--- config.mk ---
export PLATFORM = sky130hd
export DESIGN_NAME = nec_ir_frame_transmitter_top_flat
export DESIGN_NICKNAME = d
export VERILOG_FILES = /design/src/sv/nec_ir_pkg.sv /design/src/sv/nec_ir_req_if.sv /design/src/sv/nec_ir_pulse_if.sv /design/src/sv/nec_ir_front.sv /design/src/sv/nec_ir_queue.sv /design/src/sv/nec_ir_back.sv /design/src/sv/nec_ir_frame_transmitter_top.sv /design/src/flat_wrapper.sv
export VERILOG_INCLUDE_DIRS = /design/src /design/src/sv
export SDC_FILE = /design/constraint.sdc
export NUM_CORES = 1
export LEC_CHECK = 0
export ABC_AREA = 1
export BUFFER_PORTS_ARGS = -buffer_cell sky130_fd_sc_hd__buf_2
export CAP_MARGIN = 25
export CORE_ASPECT_RATIO = 0.75
export CORE_MARGIN = 2
export CORE_UTILIZATION = 49
export DETAILED_ROUTE_END_ITERATION = 10
export GPL_TIMING_DRIVEN = 1
export MAX_ROUTING_LAYER = met4
export PLACE_DENSITY = 0.65
export RECOVER_POWER = 25
export SLEW_MARGIN = 30
export SYNTH_ARGS = -nofsm -noshare
export SYNTH_HDL_FRONTEND = slang
export SYNTH_SLANG_ARGS = --single-unit
--- constraint.sdc ---
create_clock -name clk -period 19.4 [get_ports clk]
set_input_delay 4.85 -clock clk [delete_from_list [all_inputs] [get_ports clk]]
set_output_delay 4.85 -clock clk [all_outputs]
set_load 0.03 [all_outputs]
--- src/sv/nec_ir_frame_transmitter_top_defines.svh ---
// ----------------------------------------------------------------------------
// NEC infrared transmitter assertion macros
// Assertion macros shared by the NEC infrared transmitter modules.
// ----------------------------------------------------------------------------
// Each macro expects signals named clk and rst in the scope where it is used.
`ifndef NEC_IR_FRAME_TRANSMITTER_TOP_DEFINES_SVH
`define NEC_IR_FRAME_TRANSMITTER_TOP_DEFINES_SVH

// Consequent must hold in the same cycle as the antecedent.
`define NIR_ASSERT_NOW(lbl, ante, cons, msg) \
  lbl: assert property (@(posedge clk) disable iff (rst) (ante) |-> (cons)) \
    else $error(msg);

// Consequent must hold in the cycle after the antecedent.
`define NIR_ASSERT_NEXT(lbl, ante, cons, msg) \
  lbl: assert property (@(posedge clk) disable iff (rst) (ante) |=> (cons)) \
    else $error(msg);

`endif

--- src/sv/nec_ir_pkg.sv ---
`timescale 1ns / 1ps
// ----------------------------------------------------------------------------
// NEC infrared transmitter package
// Shared types, protocol timings, opcodes and register indexes.
// ----------------------------------------------------------------------------
package nec_ir_pkg;

  localparam int RepeatsPerBatchDefault = 5;
  localparam int QueueDepthDefault      = 2;
  localparam int FramePairs             = 34;

  localparam int MarkW  = 14;
  localparam int SpaceW = 17;
  localparam int CfgIdxW  = 3;
  localparam int CfgDataW = 20;

  // Opcodes of the event channel.
  localparam logic [1:0] OP_SEND    = 2'd0;
  localparam logic [1:0] OP_DONE    = 2'd1;
  localparam logic [1:0] OP_RELEASE = 2'd2;

  // Configuration register indexes.
  localparam logic [CfgIdxW-1:0] REG_ADDRESS_LOW     = 3'd0;
  localparam logic [CfgIdxW-1:0] REG_ADDRESS_HIGH    = 3'd1;
  localparam logic [CfgIdxW-1:0] REG_FRAME_PERIOD_US = 3'd2;
  localparam logic [CfgIdxW-1:0] REG_BUSY_TIMEOUT_US = 3'd3;

  // Pulse timings in microseconds.
  localparam logic [MarkW-1:0]  LEAD_MARK      = 14'd9000;
  localparam logic [SpaceW-1:0] LEAD_SPACE     = 17'd4500;
  localparam logic [MarkW-1:0]  BIT_MARK       = 14'd560;
  localparam logic [SpaceW-1:0] ZERO_SPACE     = 17'd560;
  localparam logic [SpaceW-1:0] ONE_SPACE      = 17'd1690;
  localparam logic [MarkW-1:0]  STOP_MARK      = 14'd560;
  localparam logic [SpaceW-1:0] STOP_SPACE     = 17'd500;
  localparam logic [SpaceW-1:0] REP_LEAD_SPACE = 17'd2250;
  localparam logic [SpaceW-1:0] REP_TAIL_SPACE = 17'd99190;

  typedef enum logic [1:0] {
    JOB_FRAME,
    JOB_GAP_REPEAT,
    JOB_REPEAT
  } job_kind_t;

  // Work handed from the classifier to the pulse sequencer.
  typedef struct packed {
    job_kind_t         kind;
    logic [31:0]       word;
    logic [SpaceW-1:0] gap;
  } job_t;

endpackage

--- src/sv/nec_ir_req_if.sv ---
`timescale 1ns / 1ps
// ----------------------------------------------------------------------------
// Event channel
// Valid/ready channel carrying one timestamped event per beat.
// ----------------------------------------------------------------------------
interface nec_ir_req_if;
  logic        valid;
  logic        ready;
  logic [1:0]  op;
  logic [7:0]  command;
  logic [31:0] now_us;

  modport source (output valid, op, command, now_us, input ready);
  modport sink   (input valid, op, command, now_us, output ready);
endinterface

--- src/sv/nec_ir_pulse_if.sv ---
`timescale 1ns / 1ps
// ----------------------------------------------------------------------------
// Pulse channel
// Valid/ready channel carrying one mark/space pair per beat.
// ----------------------------------------------------------------------------
interface nec_ir_pulse_if;
  logic        valid;
  logic        ready;
  logic [13:0] mark_us;
  logic [16:0] space_us;
  logic        last;

  modport source (output valid, mark_us, space_us, last, input ready);
  modport sink   (input valid, mark_us, space_us, last, output ready);
endinterface

--- src/sv/nec_ir_front.sv ---
`timescale 1ns / 1ps
// ----------------------------------------------------------------------------
// NEC infrared event classifier
// Holds configuration and sequencer state, decides what each event does and
// queues a job for the pulse sequencer.
// ----------------------------------------------------------------------------
module nec_ir_front
  import nec_ir_pkg::*;
(
  input  logic                clk,
  input  logic                rst,
  input  logic                cfg_we,
  input  logic [CfgIdxW-1:0]  cfg_index,
  input  logic [CfgDataW-1:0] cfg_data,
  nec_ir_req_if.sink          req,
  output logic                job_valid,
  input  logic                job_ready,
  output job_t                job
);

  typedef enum logic [1:0] {
    MODE_IDLE,
    MODE_DATA,
    MODE_REPEAT
  } mode_t;

  logic [7:0]        address_low;
  logic [7:0]        address_high;
  logic [SpaceW-1:0] frame_period_us;
  logic [19:0]       busy_timeout_us;

  mode_t       mode;
  logic [7:0]  previous_command;
  logic [31:0] frame_start_time;

  logic        accept;
  logic [31:0] elapsed;
  logic        stale;
  logic        send_go;
  logic        done_gap;
  logic        done_rep;

  assign req.ready = job_ready;
  assign accept    = req.valid && req.ready;
  assign elapsed   = req.now_us - frame_start_time;
  assign stale     = elapsed > {12'd0, busy_timeout_us};

  always_comb begin
    send_go  = 1'b0;
    done_gap = 1'b0;
    done_rep = 1'b0;
    unique case (req.op)
      OP_SEND: begin
        send_go = (req.command != previous_command) && ((mode == MODE_IDLE) || stale);
      end
      OP_DONE: begin
        done_gap = (mode == MODE_DATA);
        done_rep = (mode == MODE_REPEAT);
      end
      default: begin
      end
    endcase
  end

  always_comb begin
    job.word = {~req.command, req.command, address_high, address_low};
    if ({15'd0, frame_period_us} > elapsed) begin
      job.gap = frame_period_us - elapsed[SpaceW-1:0];
    end else begin
      job.gap = '0;
    end
    priority if (send_go) begin
      job.kind = JOB_FRAME;
    end else if (done_gap) begin
      job.kind = JOB_GAP_REPEAT;
    end else begin
      job.kind = JOB_REPEAT;
    end
  end

  assign job_valid = req.valid && (send_go || done_gap || done_rep);

  always_ff @(posedge clk) begin
    if (rst) begin
      address_low      <= 8'd1;
      address_high     <= 8'd254;
      frame_period_us  <= 17'd108000;
      busy_timeout_us  <= 20'd300000;
      mode             <= MODE_IDLE;
      previous_command <= 8'd255;
      frame_start_time <= '0;
    end else begin
      if (cfg_we) begin
        unique case (cfg_index)
          REG_ADDRESS_LOW:     address_low     <= cfg_data[7:0];
          REG_ADDRESS_HIGH:    address_high    <= cfg_data[7:0];
          REG_FRAME_PERIOD_US: frame_period_us <= cfg_data[SpaceW-1:0];
          REG_BUSY_TIMEOUT_US: busy_timeout_us <= cfg_data;
          default: begin
          end
        endcase
      end
      if (accept) begin
        if (send_go) begin
          mode             <= MODE_DATA;
          previous_command <= req.command;
          frame_start_time <= req.now_us;
        end else if (done_gap) begin
          mode <= MODE_REPEAT;
        end else if (req.op == OP_RELEASE) begin
          mode             <= MODE_IDLE;
          previous_command <= 8'd255;
        end
      end
    end
  end

endmodule

--- src/sv/nec_ir_queue.sv ---
`timescale 1ns / 1ps
// ----------------------------------------------------------------------------
// NEC infrared job queue
// Short first-in first-out buffer between the classifier and the sequencer.
// ----------------------------------------------------------------------------
`include "nec_ir_frame_transmitter_top_defines.svh"

module nec_ir_queue
  import nec_ir_pkg::*;
#(
  parameter int Depth = QueueDepthDefault
) (
  input  logic clk,
  input  logic rst,
  input  logic push_valid,
  output logic push_ready,
  input  job_t push_data,
  output logic pop_valid,
  input  logic pop_ready,
  output job_t pop_data
);

  localparam int PtrW = (Depth > 1) ? $clog2(Depth) : 1;
  localparam int CntW = $clog2(Depth + 1);
  localparam logic [CntW-1:0] Full    = CntW'(Depth);
  localparam logic [PtrW-1:0] LastPtr = PtrW'(Depth - 1);

  job_t            entries [Depth];
  logic [PtrW-1:0] wr_ptr;
  logic [PtrW-1:0] rd_ptr;
  logic [CntW-1:0] count;
  logic            push;
  logic            pop;

  assign push_ready = (count != Full);
  assign pop_valid  = (count != '0);
  assign pop_data   = entries[rd_ptr];
  assign push       = push_valid && push_ready;
  assign pop        = pop_valid && pop_ready;

  always_ff @(posedge clk) begin
    if (push) begin
      entries[wr_ptr] <= push_data;
    end
  end

  always_ff @(posedge clk) begin
    if (rst) begin
      wr_ptr <= '0;
      rd_ptr <= '0;
      count  <= '0;
    end else begin
      if (push) begin
        wr_ptr <= (wr_ptr == LastPtr) ? '0 : wr_ptr + 1'b1;
      end
      if (pop) begin
        rd_ptr <= (rd_ptr == LastPtr) ? '0 : rd_ptr + 1'b1;
      end
      if (push && !pop) begin
        count <= count + 1'b1;
      end else if (pop && !push) begin
        count <= count - 1'b1;
      end
    end
  end

  `NIR_ASSERT_NOW(a_count_bound, 1'b1, count <= Full, "queue holds more jobs than its depth")
  `NIR_ASSERT_NEXT(a_fill, push && !pop, count == $past(count) + 1'b1, "queue fill count slipped")
  `NIR_ASSERT_NEXT(a_drain, pop && !push, count == $past(count) - 1'b1, "queue drain count slipped")

endmodule

--- src/sv/nec_ir_back.sv ---
`timescale 1ns / 1ps
// ----------------------------------------------------------------------------
// NEC infrared pulse sequencer
// Expands one queued job into its mark/space pairs, one pair per cycle while
// the pulse channel does not stall, through a registered output stage.
// ----------------------------------------------------------------------------
`include "nec_ir_frame_transmitter_top_defines.svh"

module nec_ir_back
  import nec_ir_pkg::*;
#(
  parameter int RepeatsPerBatch = RepeatsPerBatchDefault
) (
  input  logic          clk,
  input  logic          rst,
  input  logic          job_valid,
  output logic          job_ready,
  input  job_t          job,
  nec_ir_pulse_if.source pulse
);

  localparam int RepPairs = 2 * RepeatsPerBatch;
  localparam int MaxPairs = (FramePairs > RepPairs + 1) ? FramePairs : RepPairs + 1;
  localparam int CntW     = $clog2(MaxPairs);
  localparam logic [CntW-1:0] FrameEnd  = CntW'(FramePairs - 1);
  localparam logic [CntW-1:0] GapRepEnd = CntW'(RepPairs);
  localparam logic [CntW-1:0] RepEnd    = CntW'(RepPairs - 1);

  logic              busy;
  job_kind_t         kind;
  logic [31:0]       word;
  logic [SpaceW-1:0] gap;
  logic [CntW-1:0]   cnt;

  logic              adv;
  logic              is_last;
  logic              rep_tail;
  logic [MarkW-1:0]  mark_next;
  logic [SpaceW-1:0] space_next;

  assign adv       = busy && (!pulse.valid || pulse.ready);
  assign job_ready = !busy || (adv && is_last);

  // Odd repeat pairs are the short tail; the gap pair shifts the parity by one.
  assign rep_tail = cnt[0] ^ (kind == JOB_GAP_REPEAT);

  always_comb begin
    unique case (kind)
      JOB_FRAME:      is_last = (cnt == FrameEnd);
      JOB_GAP_REPEAT: is_last = (cnt == GapRepEnd);
      default:        is_last = (cnt == RepEnd);
    endcase
    priority if (kind == JOB_FRAME) begin
      if (cnt == '0) begin
        mark_next  = LEAD_MARK;
        space_next = LEAD_SPACE;
      end else if (cnt == FrameEnd) begin
        mark_next  = STOP_MARK;
        space_next = STOP_SPACE;
      end else begin
        mark_next  = BIT_MARK;
        space_next = word[0] ? ONE_SPACE : ZERO_SPACE;
      end
    end else if (kind == JOB_GAP_REPEAT && cnt == '0) begin
      mark_next  = '0;
      space_next = gap;
    end else if (rep_tail) begin
      mark_next  = BIT_MARK;
      space_next = REP_TAIL_SPACE;
    end else begin
      mark_next  = LEAD_MARK;
      space_next = REP_LEAD_SPACE;
    end
  end

  always_ff @(posedge clk) begin
    if (rst) begin
      busy        <= 1'b0;
      cnt         <= '0;
      pulse.valid <= 1'b0;
    end else begin
      if (adv) begin
        pulse.valid <= 1'b1;
      end else if (pulse.ready) begin
        pulse.valid <= 1'b0;
      end
      if (job_valid && job_ready) begin
        busy <= 1'b1;
        cnt  <= '0;
      end else if (adv) begin
        busy <= !is_last;
        cnt  <= cnt + 1'b1;
      end
    end
  end

  always_ff @(posedge clk) begin
    if (job_valid && job_ready) begin
      kind <= job.kind;
      word <= job.word;
      gap  <= job.gap;
    end else if (adv && kind == JOB_FRAME && cnt != '0) begin
      word <= {1'b0, word[31:1]};
    end
    if (adv) begin
      pulse.mark_us  <= mark_next;
      pulse.space_us <= space_next;
      pulse.last     <= is_last;
    end
  end

  `NIR_ASSERT_NEXT(a_load, job_valid && job_ready, busy && cnt == '0, "job load did not start a run")
  `NIR_ASSERT_NEXT(a_last_flag, adv && is_last, pulse.valid && pulse.last, "final pair lost its last flag")
  `NIR_ASSERT_NEXT(a_run_end, adv && is_last && !job_valid, !busy, "sequencer ran past the final pair")

endmodule

--- src/sv/nec_ir_frame_transmitter_top.sv ---
`timescale 1ns / 1ps
// ----------------------------------------------------------------------------
// NEC infrared frame transmitter
// Turns timestamped send, done and release events into NEC mark/space pairs.
// ----------------------------------------------------------------------------
//   Channel | Direction | Beat carries
//   req     | in        | op, command, now_us
//   pulse   | out       | mark_us, space_us, last
//   cfg     | in        | cfg_index, cfg_data (write only)
//
// An event is classified in the cycle it is accepted; work goes into a two
// entry job queue. The sequencer emits one pair per cycle while the pulse
// channel does not stall: 34 pairs for a send, 2*RepeatsPerBatch (+1 for
// the gap) for a done event, with no bubble between jobs. The request side
// stalls only while the queue is full; a stalled pulse beat holds its value.
// Reset is synchronous and needs no clearing pass.
// ----------------------------------------------------------------------------
module nec_ir_frame_transmitter_top
  import nec_ir_pkg::*;
#(
  parameter int RepeatsPerBatch = RepeatsPerBatchDefault
) (
  input  logic                clk,
  input  logic                rst,
  input  logic                cfg_we,
  input  logic [CfgIdxW-1:0]  cfg_index,
  input  logic [CfgDataW-1:0] cfg_data,
  nec_ir_req_if.sink          req,
  nec_ir_pulse_if.source      pulse
);

  logic fq_valid;
  logic fq_ready;
  job_t fq_job;
  logic qb_valid;
  logic qb_ready;
  job_t qb_job;

  nec_ir_front u_front (
    .clk       (clk),
    .rst       (rst),
    .cfg_we    (cfg_we),
    .cfg_index (cfg_index),
    .cfg_data  (cfg_data),
    .req       (req),
    .job_valid (fq_valid),
    .job_ready (fq_ready),
    .job       (fq_job)
  );

  nec_ir_queue #(
    .Depth (QueueDepthDefault)
  ) u_queue (
    .clk        (clk),
    .rst        (rst),
    .push_valid (fq_valid),
    .push_ready (fq_ready),
    .push_data  (fq_job),
    .pop_valid  (qb_valid),
    .pop_ready  (qb_ready),
    .pop_data   (qb_job)
  );

  nec_ir_back #(
    .RepeatsPerBatch (RepeatsPerBatch)
  ) u_back (
    .clk       (clk),
    .rst       (rst),
    .job_valid (qb_valid),
    .job_ready (qb_ready),
    .job       (qb_job),
    .pulse     (pulse)
  );

endmodule
--- src/flat_wrapper.sv ---
// flat-port wrapper written by rule: the top's interface ports become plain ports
module nec_ir_frame_transmitter_top_flat import nec_ir_pkg::*;
#(
  parameter int RepeatsPerBatch = RepeatsPerBatchDefault
)
  (clk, rst, cfg_we, cfg_index, cfg_data, req_valid, req_op, req_command, req_now_us, req_ready, pulse_valid, pulse_mark_us, pulse_space_us, pulse_last, pulse_ready);
  nec_ir_req_if req_i ();
  nec_ir_pulse_if pulse_i ();
  input  logic clk;
  input  logic rst;
  input  logic cfg_we;
  input  logic [CfgIdxW-1:0] cfg_index;
  input  logic [CfgDataW-1:0] cfg_data;
  input wire logic [$bits(req_i.valid)-1:0] req_valid;
  input wire logic [$bits(req_i.op)-1:0] req_op;
  input wire logic [$bits(req_i.command)-1:0] req_command;
  input wire logic [$bits(req_i.now_us)-1:0] req_now_us;
  output wire logic [$bits(req_i.ready)-1:0] req_ready;
  output wire logic [$bits(pulse_i.valid)-1:0] pulse_valid;
  output wire logic [$bits(pulse_i.mark_us)-1:0] pulse_mark_us;
  output wire logic [$bits(pulse_i.space_us)-1:0] pulse_space_us;
  output wire logic [$bits(pulse_i.last)-1:0] pulse_last;
  input wire logic [$bits(pulse_i.ready)-1:0] pulse_ready;
  assign req_i.valid = req_valid;
  assign req_i.op = req_op;
  assign req_i.command = req_command;
  assign req_i.now_us = req_now_us;
  assign req_ready = req_i.ready;
  assign pulse_valid = pulse_i.valid;
  assign pulse_mark_us = pulse_i.mark_us;
  assign pulse_space_us = pulse_i.space_us;
  assign pulse_last = pulse_i.last;
  assign pulse_i.ready = pulse_ready;
  nec_ir_frame_transmitter_top #(.RepeatsPerBatch(RepeatsPerBatch)) u_core (.clk(clk), .rst(rst), .cfg_we(cfg_we), .cfg_index(cfg_index), .cfg_data(cfg_data), .req(req_i), .pulse(pulse_i));
endmodule
Word-level counts from Yosys, hierarchy flattened
Memories as Yosys holds them, arrays and structs flattened. A register that Yosys moved wholly into a read port is not among the register bits.
Index checks and enable logic that the tools add are counted.
{"block": "classes", "magnitude_cmp": 2, "reduce_logical": 43, "eq_ne": 14, "n_addsub": 7, "muxes": 37, "n_bitwise": 2}
{"cell": "17-bit two-way mux", "n": 4}
{"cell": "32-bit two-way mux", "n": 2}
{"cell": "14-bit two-way mux", "n": 4}
{"cell": "17-bit by 32-bit greater-than comparator with 1-bit output", "n": 1}
{"cell": "32-bit by 20-bit greater-than comparator with 1-bit output", "n": 1}
{"cell": "32-bit subtractor", "n": 1}
{"cell": "8-bit two-way mux", "n": 3}
{"cell": "11-bit two-way mux", "n": 2}
{"cell": "17-bit subtractor", "n": 1}
{"cell": "2-bit two-way mux", "n": 7}
{"cell": "1-bit two-way mux", "n": 13}
{"cell": "13-bit two-way mux", "n": 1}
{"cell": "6-bit by 4-bit equality test with 1-bit output (second input constant)", "n": 2}
{"cell": "1-bit logical AND", "n": 12}
{"cell": "2-bit AND reduction", "n": 6}
{"cell": "2-bit nonzero test", "n": 6}
{"cell": "8-bit inequality test", "n": 1}
{"cell": "8-bit inverter", "n": 1}
{"cell": "6-bit by 1-bit adder with 6-bit output (second input constant)", "n": 1}
{"cell": "2-bit by 1-bit equality test with 1-bit output (second input constant)", "n": 3}
{"cell": "3-bit by 2-bit equality test with 1-bit output (second input constant)", "n": 2}
{"cell": "6-bit equality test (second input constant)", "n": 1}
{"cell": "2-bit logical NOT", "n": 3}
{"cell": "6-bit logical NOT", "n": 1}
{"cell": "other kinds (15)", "n": 26}
{"block": "totals", "ff_bits": 190, "input_bits": 70, "mem_count": 1, "ramBits": 102, "output_inout_bits": 34, "elab_cells": 125}
{"name": "u_core.u_queue.entries", "depth": 2, "word_bits": 51, "rd": 1, "rd_clocked_by_memory_dff": 1, "write_ports": 1, "line": "nec_ir_queue.sv:28", "rtl": "job_t entries [Depth];"}

Logic depth before layout (Yosys ltp)
{"block": "logic_depth", "ltp_word": 13, "mapped_depth": 33, "depth_no_buf": 33}

Cells and area by module
From an unflattened synthesis, not the netlist that was laid out.
{"block": "hier_totals", "hier_cells": 1765, "hier_area_um2": 15217.1}
{"mod": "nec_ir_front", "area_per_inst_um2": 7592.3, "n_inst": 1, "cells_each": 1253, "seq_area_each_um2": 1901.8}
{"mod": "nec_ir_queue", "area_per_inst_um2": 4175.3, "n_inst": 1, "cells_each": 196, "seq_area_each_um2": 3163.0}
{"mod": "nec_ir_back", "area_per_inst_um2": 3449.6, "n_inst": 1, "cells_each": 316, "seq_area_each_um2": 2322.2}

Worst setup path before layout
Ideal clock, no wire load.
{"block": "synth_path", "path_type": "in2reg", "start": "in req_now_us[0]", "end": "mem u_core.u_queue.entries[0][0] in the netlist's numbering, enable pin", "path_stages": 27, "required_time_ns": 18.940, "slack_ns": 9.451, "path_buffers": 0, "arrival_time_ns": 9.489, "setup_ns": 0.460, "cell_sequence": "inv_1 -> ha_1 -> inv_1 -> fa_1 -> nand2_2 -> nand2_1 -> nand3b_1 -> nand2_1 -> nand2_1 -> nand3_2 -> xor2_1 -> ha_1 -> nand2_1 -> o21bai_1 -> a21oi_1 -> nor2_1 -> nand2_1 -> nand2_1 -> nand2_1 -> nand2_1 -> nand2_1 -> nor2_2 -> nand3_2 -> nand2_4 -> nand3_1 -> nand2_1 -> nor2_1"}
{"block": "synth_between", "elab_chain_cells": 11}
{"item": "start: declaration", "line": "flat_wrapper.sv:17", "rtl": "input wire logic [$bits(req_i.now_us)-1:0] req_now_us;"}
{"item": "32-bit subtractor", "line": "nec_ir_front.sv:45", "rtl": "assign elapsed = req.now_us - frame_start_time;"}
{"item": "32-bit by 20-bit greater-than comparator with 1-bit output", "line": "nec_ir_front.sv:46", "rtl": "assign stale = elapsed > {12'd0, busy_timeout_us};"}
{"item": "1-bit logical OR", "line": "nec_ir_front.sv:54", "rtl": "send_go = (req.command != previous_command) && ((mode == MODE_IDLE) || stale);"}
{"item": "1-bit logical AND", "line": "nec_ir_front.sv:54"}
{"item": "1-bit two-way mux", "line": "nec_ir_front.sv:52", "rtl": "unique case (req.op)"}
{"item": "1-bit logical OR (2 in series)", "line": "nec_ir_front.sv:81", "rtl": "assign job_valid = req.valid && (send_go || done_gap || done_rep);"}
{"item": "1-bit logical AND", "line": "nec_ir_front.sv:81"}
{"item": "1-bit logical AND", "line": "nec_ir_queue.sv:38", "rtl": "assign push = push_valid && push_ready;"}
{"item": "1-bit two-way mux", "line": "nec_ir_queue.sv:42", "rtl": "if (push) begin"}
{"item": "1-bit two-way mux (implied by the code)", "line": "nec_ir_queue.sv:43", "rtl": "entries[wr_ptr] <= push_data;"}
{"item": "end: declaration", "line": "nec_ir_queue.sv:28"}
No other way between the ends.

Final worst setup path
{"block": "layout_path", "start": "in req_now_us[0]", "end": "mem u_core.u_queue.entries[1][34] in the netlist's numbering, enable pin"}
The elaborated chain is that of the path after synthesis.

==> metrics.txt <==
Avg Vias per Cell 5.05; IO Count 104; row cnt 54; Clock Latency Late Sink 570 ps; die area 31500 um2; CTS buffer count 28; worst hold slack 453 ps; Tot Pwr 1.91 mW; root buffer cell clkbuf_16; average size of a mapped cell 8.47 um2; DRC Markers 0; Peak VDD IR 0.0747 mV; Fmax 119 MHz; routability cong. 0.983; Post-synth EDFFs 174; Port Buffers 95; top routing layer used met4; largest net degree at the start of global routing 58; # Post-CTS Setup Buffers 0; Filler Cells Inserted 2715; total wire length after detailed routing 35000 um; die width 204 um; DRT antenna net count 0; Synth Register Bits 282; Slowest-stage cell, CP buf_4; CTS Sinks 282; first-pass GRT wire length 56200 um; Synth area leaders edfxtp_1 35%, dfxtp_1 15%, nand2_1 12%; met3 wire len 2090 um; initial DRC count 937; M1 WL 19000 um; fin nets 1965; Max-slew headroom -95.8%; 1st-pass router iterations 5; CTS Buffer Depth 3; initial antenna violation count 0; status complete, but fails checks; setup ws final 11020 ps; Tmin final 8380 ps; metal2 WL 13300 um; Tcrit/Tclk final 43.2%; Tot GR Track Use 23.2%; Async S/R FF share, synth 0%; commonest non-fill, non-tap cells in the layout 473 x nand2_1, 221 x inv_1, 174 x edfxtp_1, 155 x nor2_1, 108 x dfxtp_1; post_cts resized 0; Hold Path Class reg -> reg; Final setup viols 0; total grt overflow 0; register area share after synthesis 50.1%; per-cell routed wire length 15.6 um; dominant synthesized flop cell edfxtp_1; Cell Area, Synth 14700 um2; area leader, netlist edfxtp_1; Die Y 154 um; Hold Path Stages 0; actual slew at the worst max-slew pin 2940 ps; Syn Inst Count 1739; number of global-route vias before repair 10400; CTS tree done; CP endpoint kind flop; CP Launch Type primary input; kind of critical path in -> reg; RSZ-0062 raised after global routing no; Core Area 29300 um2; Synth cell types 49; Reg2Reg Depth 5; Worst Path Arrival 8570 ps; Slew Limit Fails 140; Starting Density 50.3%; DP Wirelength 26100 um; Clock Skews 16.9 ps; Worst path most repeated cell nand2_1; commonest non-fill, non-tap cell in the layout nand2_1; Layout area overhead 11.3%; MaxCap Viol Count 3; Largest stage delay, worst path 570 ps; failing checks max-capacitance violations, max-slew violations; worst-path fanout max 51; Clk pin slew, worst setup/hold paths 60 ps; setup TNS 0 ps; final hold vios 0; Critical Path RT 19590 ps; Place WS 10440 ps; Yosys Warn Count 0; fin util 55.9%; ant diodes 0; top cell type's share of synthesized area 35.5%; Leak 7.17 nW; layout cell share with drive strength beyond 1 13.3%; Vias 11300; H-Tree Depth 1; Power Density 116 nW/um2; hold_buf cts 0
[cells in the mapped netlist, types with 2 or more instances]
cell type    n
o21bai_1     4
a21oi_1     81
inv_2        5
dfxtp_1    108
inv_1      223
a21boi_0     2
nor2_1     158
nand2_2     41
nand2_4      4
nor4_1       3
edfxtp_1   174
o21ai_0     56
buf_12       3
o21a_1       2
or2_2        6
o21ai_1      3
xor2_1      25
xnor2_1     12
nor3b_1      3
nor3_1      13
buf_2       11
clkinv_1     2
fa_1         2
ha_1        72
nand4_1     12
nor2_2       8
clkbuf_1    29
a21oi_2     29
nand3_2      3
nand3_1     98
buf_1        4
a21o_1       3
nand2_1    473
o31ai_1      2
a31oi_1     34
buf_4       13
nor2_4       2
nand3b_1     5
[sequential cells by signal, summed over array words and instances, names as in the netlist, 2 cells and up, named ones only]
register / flops
u_core.u_back.cnt: 6
u_core.u_back.gap: 17
u_core.u_back.kind: 2
u_core.u_back.pulse.mark_us: 3
u_core.u_back.pulse.space_us: 17
u_core.u_back.word: 32
u_core.u_front.address_high: 8
u_core.u_front.address_low: 8
u_core.u_front.busy_timeout_us: 20
u_core.u_front.frame_period_us: 17
u_core.u_front.frame_start_time: 32
u_core.u_front.mode: 2
u_core.u_front.previous_command: 8
u_core.u_queue.count: 2
u_core.u_queue.entries: 102
[critical path: cells and delay by family]
| kind | cells | cell delay (ps) |
|---|---|---|
| AND/OR/NAND/NOR | 19 | 1730 |
| XOR/XNOR | 1 | 170 |
| buffers and inverters | 5 | 870 |
| adder cells (fa/ha/maj) | 3 | 870 |
[where the power goes]
group | switching, mW | internal, mW
Combinational | 0.391 | 0.169
Clock | 0.232 | 0.300
Sequential | 0.0328 | 0.782
[final cells by class]
class	count	area (um2)	share of cell area (%)
clock buffer	41	831	5.07
sequential	282	7390	45.1
clock inverter	11	97.6	0.595
multi-input combinational	1173	6190	37.8
inverter	231	870	5.30
timing repair buffer	105	527	3.21
tap	392	490	2.99
[metal layers]
layer,GRT usage [%],up-vias
li1,-,5802
met1,37.4,5137
met4,4.28,0
met2,30.5,314
met5,-,-
met3,3.65,36
[logic make-up after synthesis]
kind of cell / share of synthesized area (%)
other cells: 0.0254
buf+inv: 8.18
xor+xnor: 2.20
compound gates: 9.02
fa+ha+maj: 6.38
simple gates: 24.1
flops: 50.1
[through the flow]
step	cells	instance area, um2
6_report	2235	16400
5_1_grt	2235	16400
4_1_cts	2235	16400
3_5_place_dp	2183	15500
3_3_place_gp	2183	15500
2_1_floorplan	1746	14800
[worst paths after layout]
path	from	end	slack [ps]
max	req_now_us[0]	u_core.u_queue.entries[1][34]$_DFFE_PP_	11020
min	u_core.u_front.address_low[6]$_SDFFE_PP0P_	u_core.u_queue.entries[0][23]$_DFFE_PP_	450
min reg2reg	u_core.u_front.address_low[6]$_SDFFE_PP0P_	u_core.u_queue.entries[0][23]$_DFFE_PP_	450
max reg2reg	flop	u_core.u_back.word[0]$_DFFE_PP_	14590
Note: power is estimated with default switching activity, not from simulation.
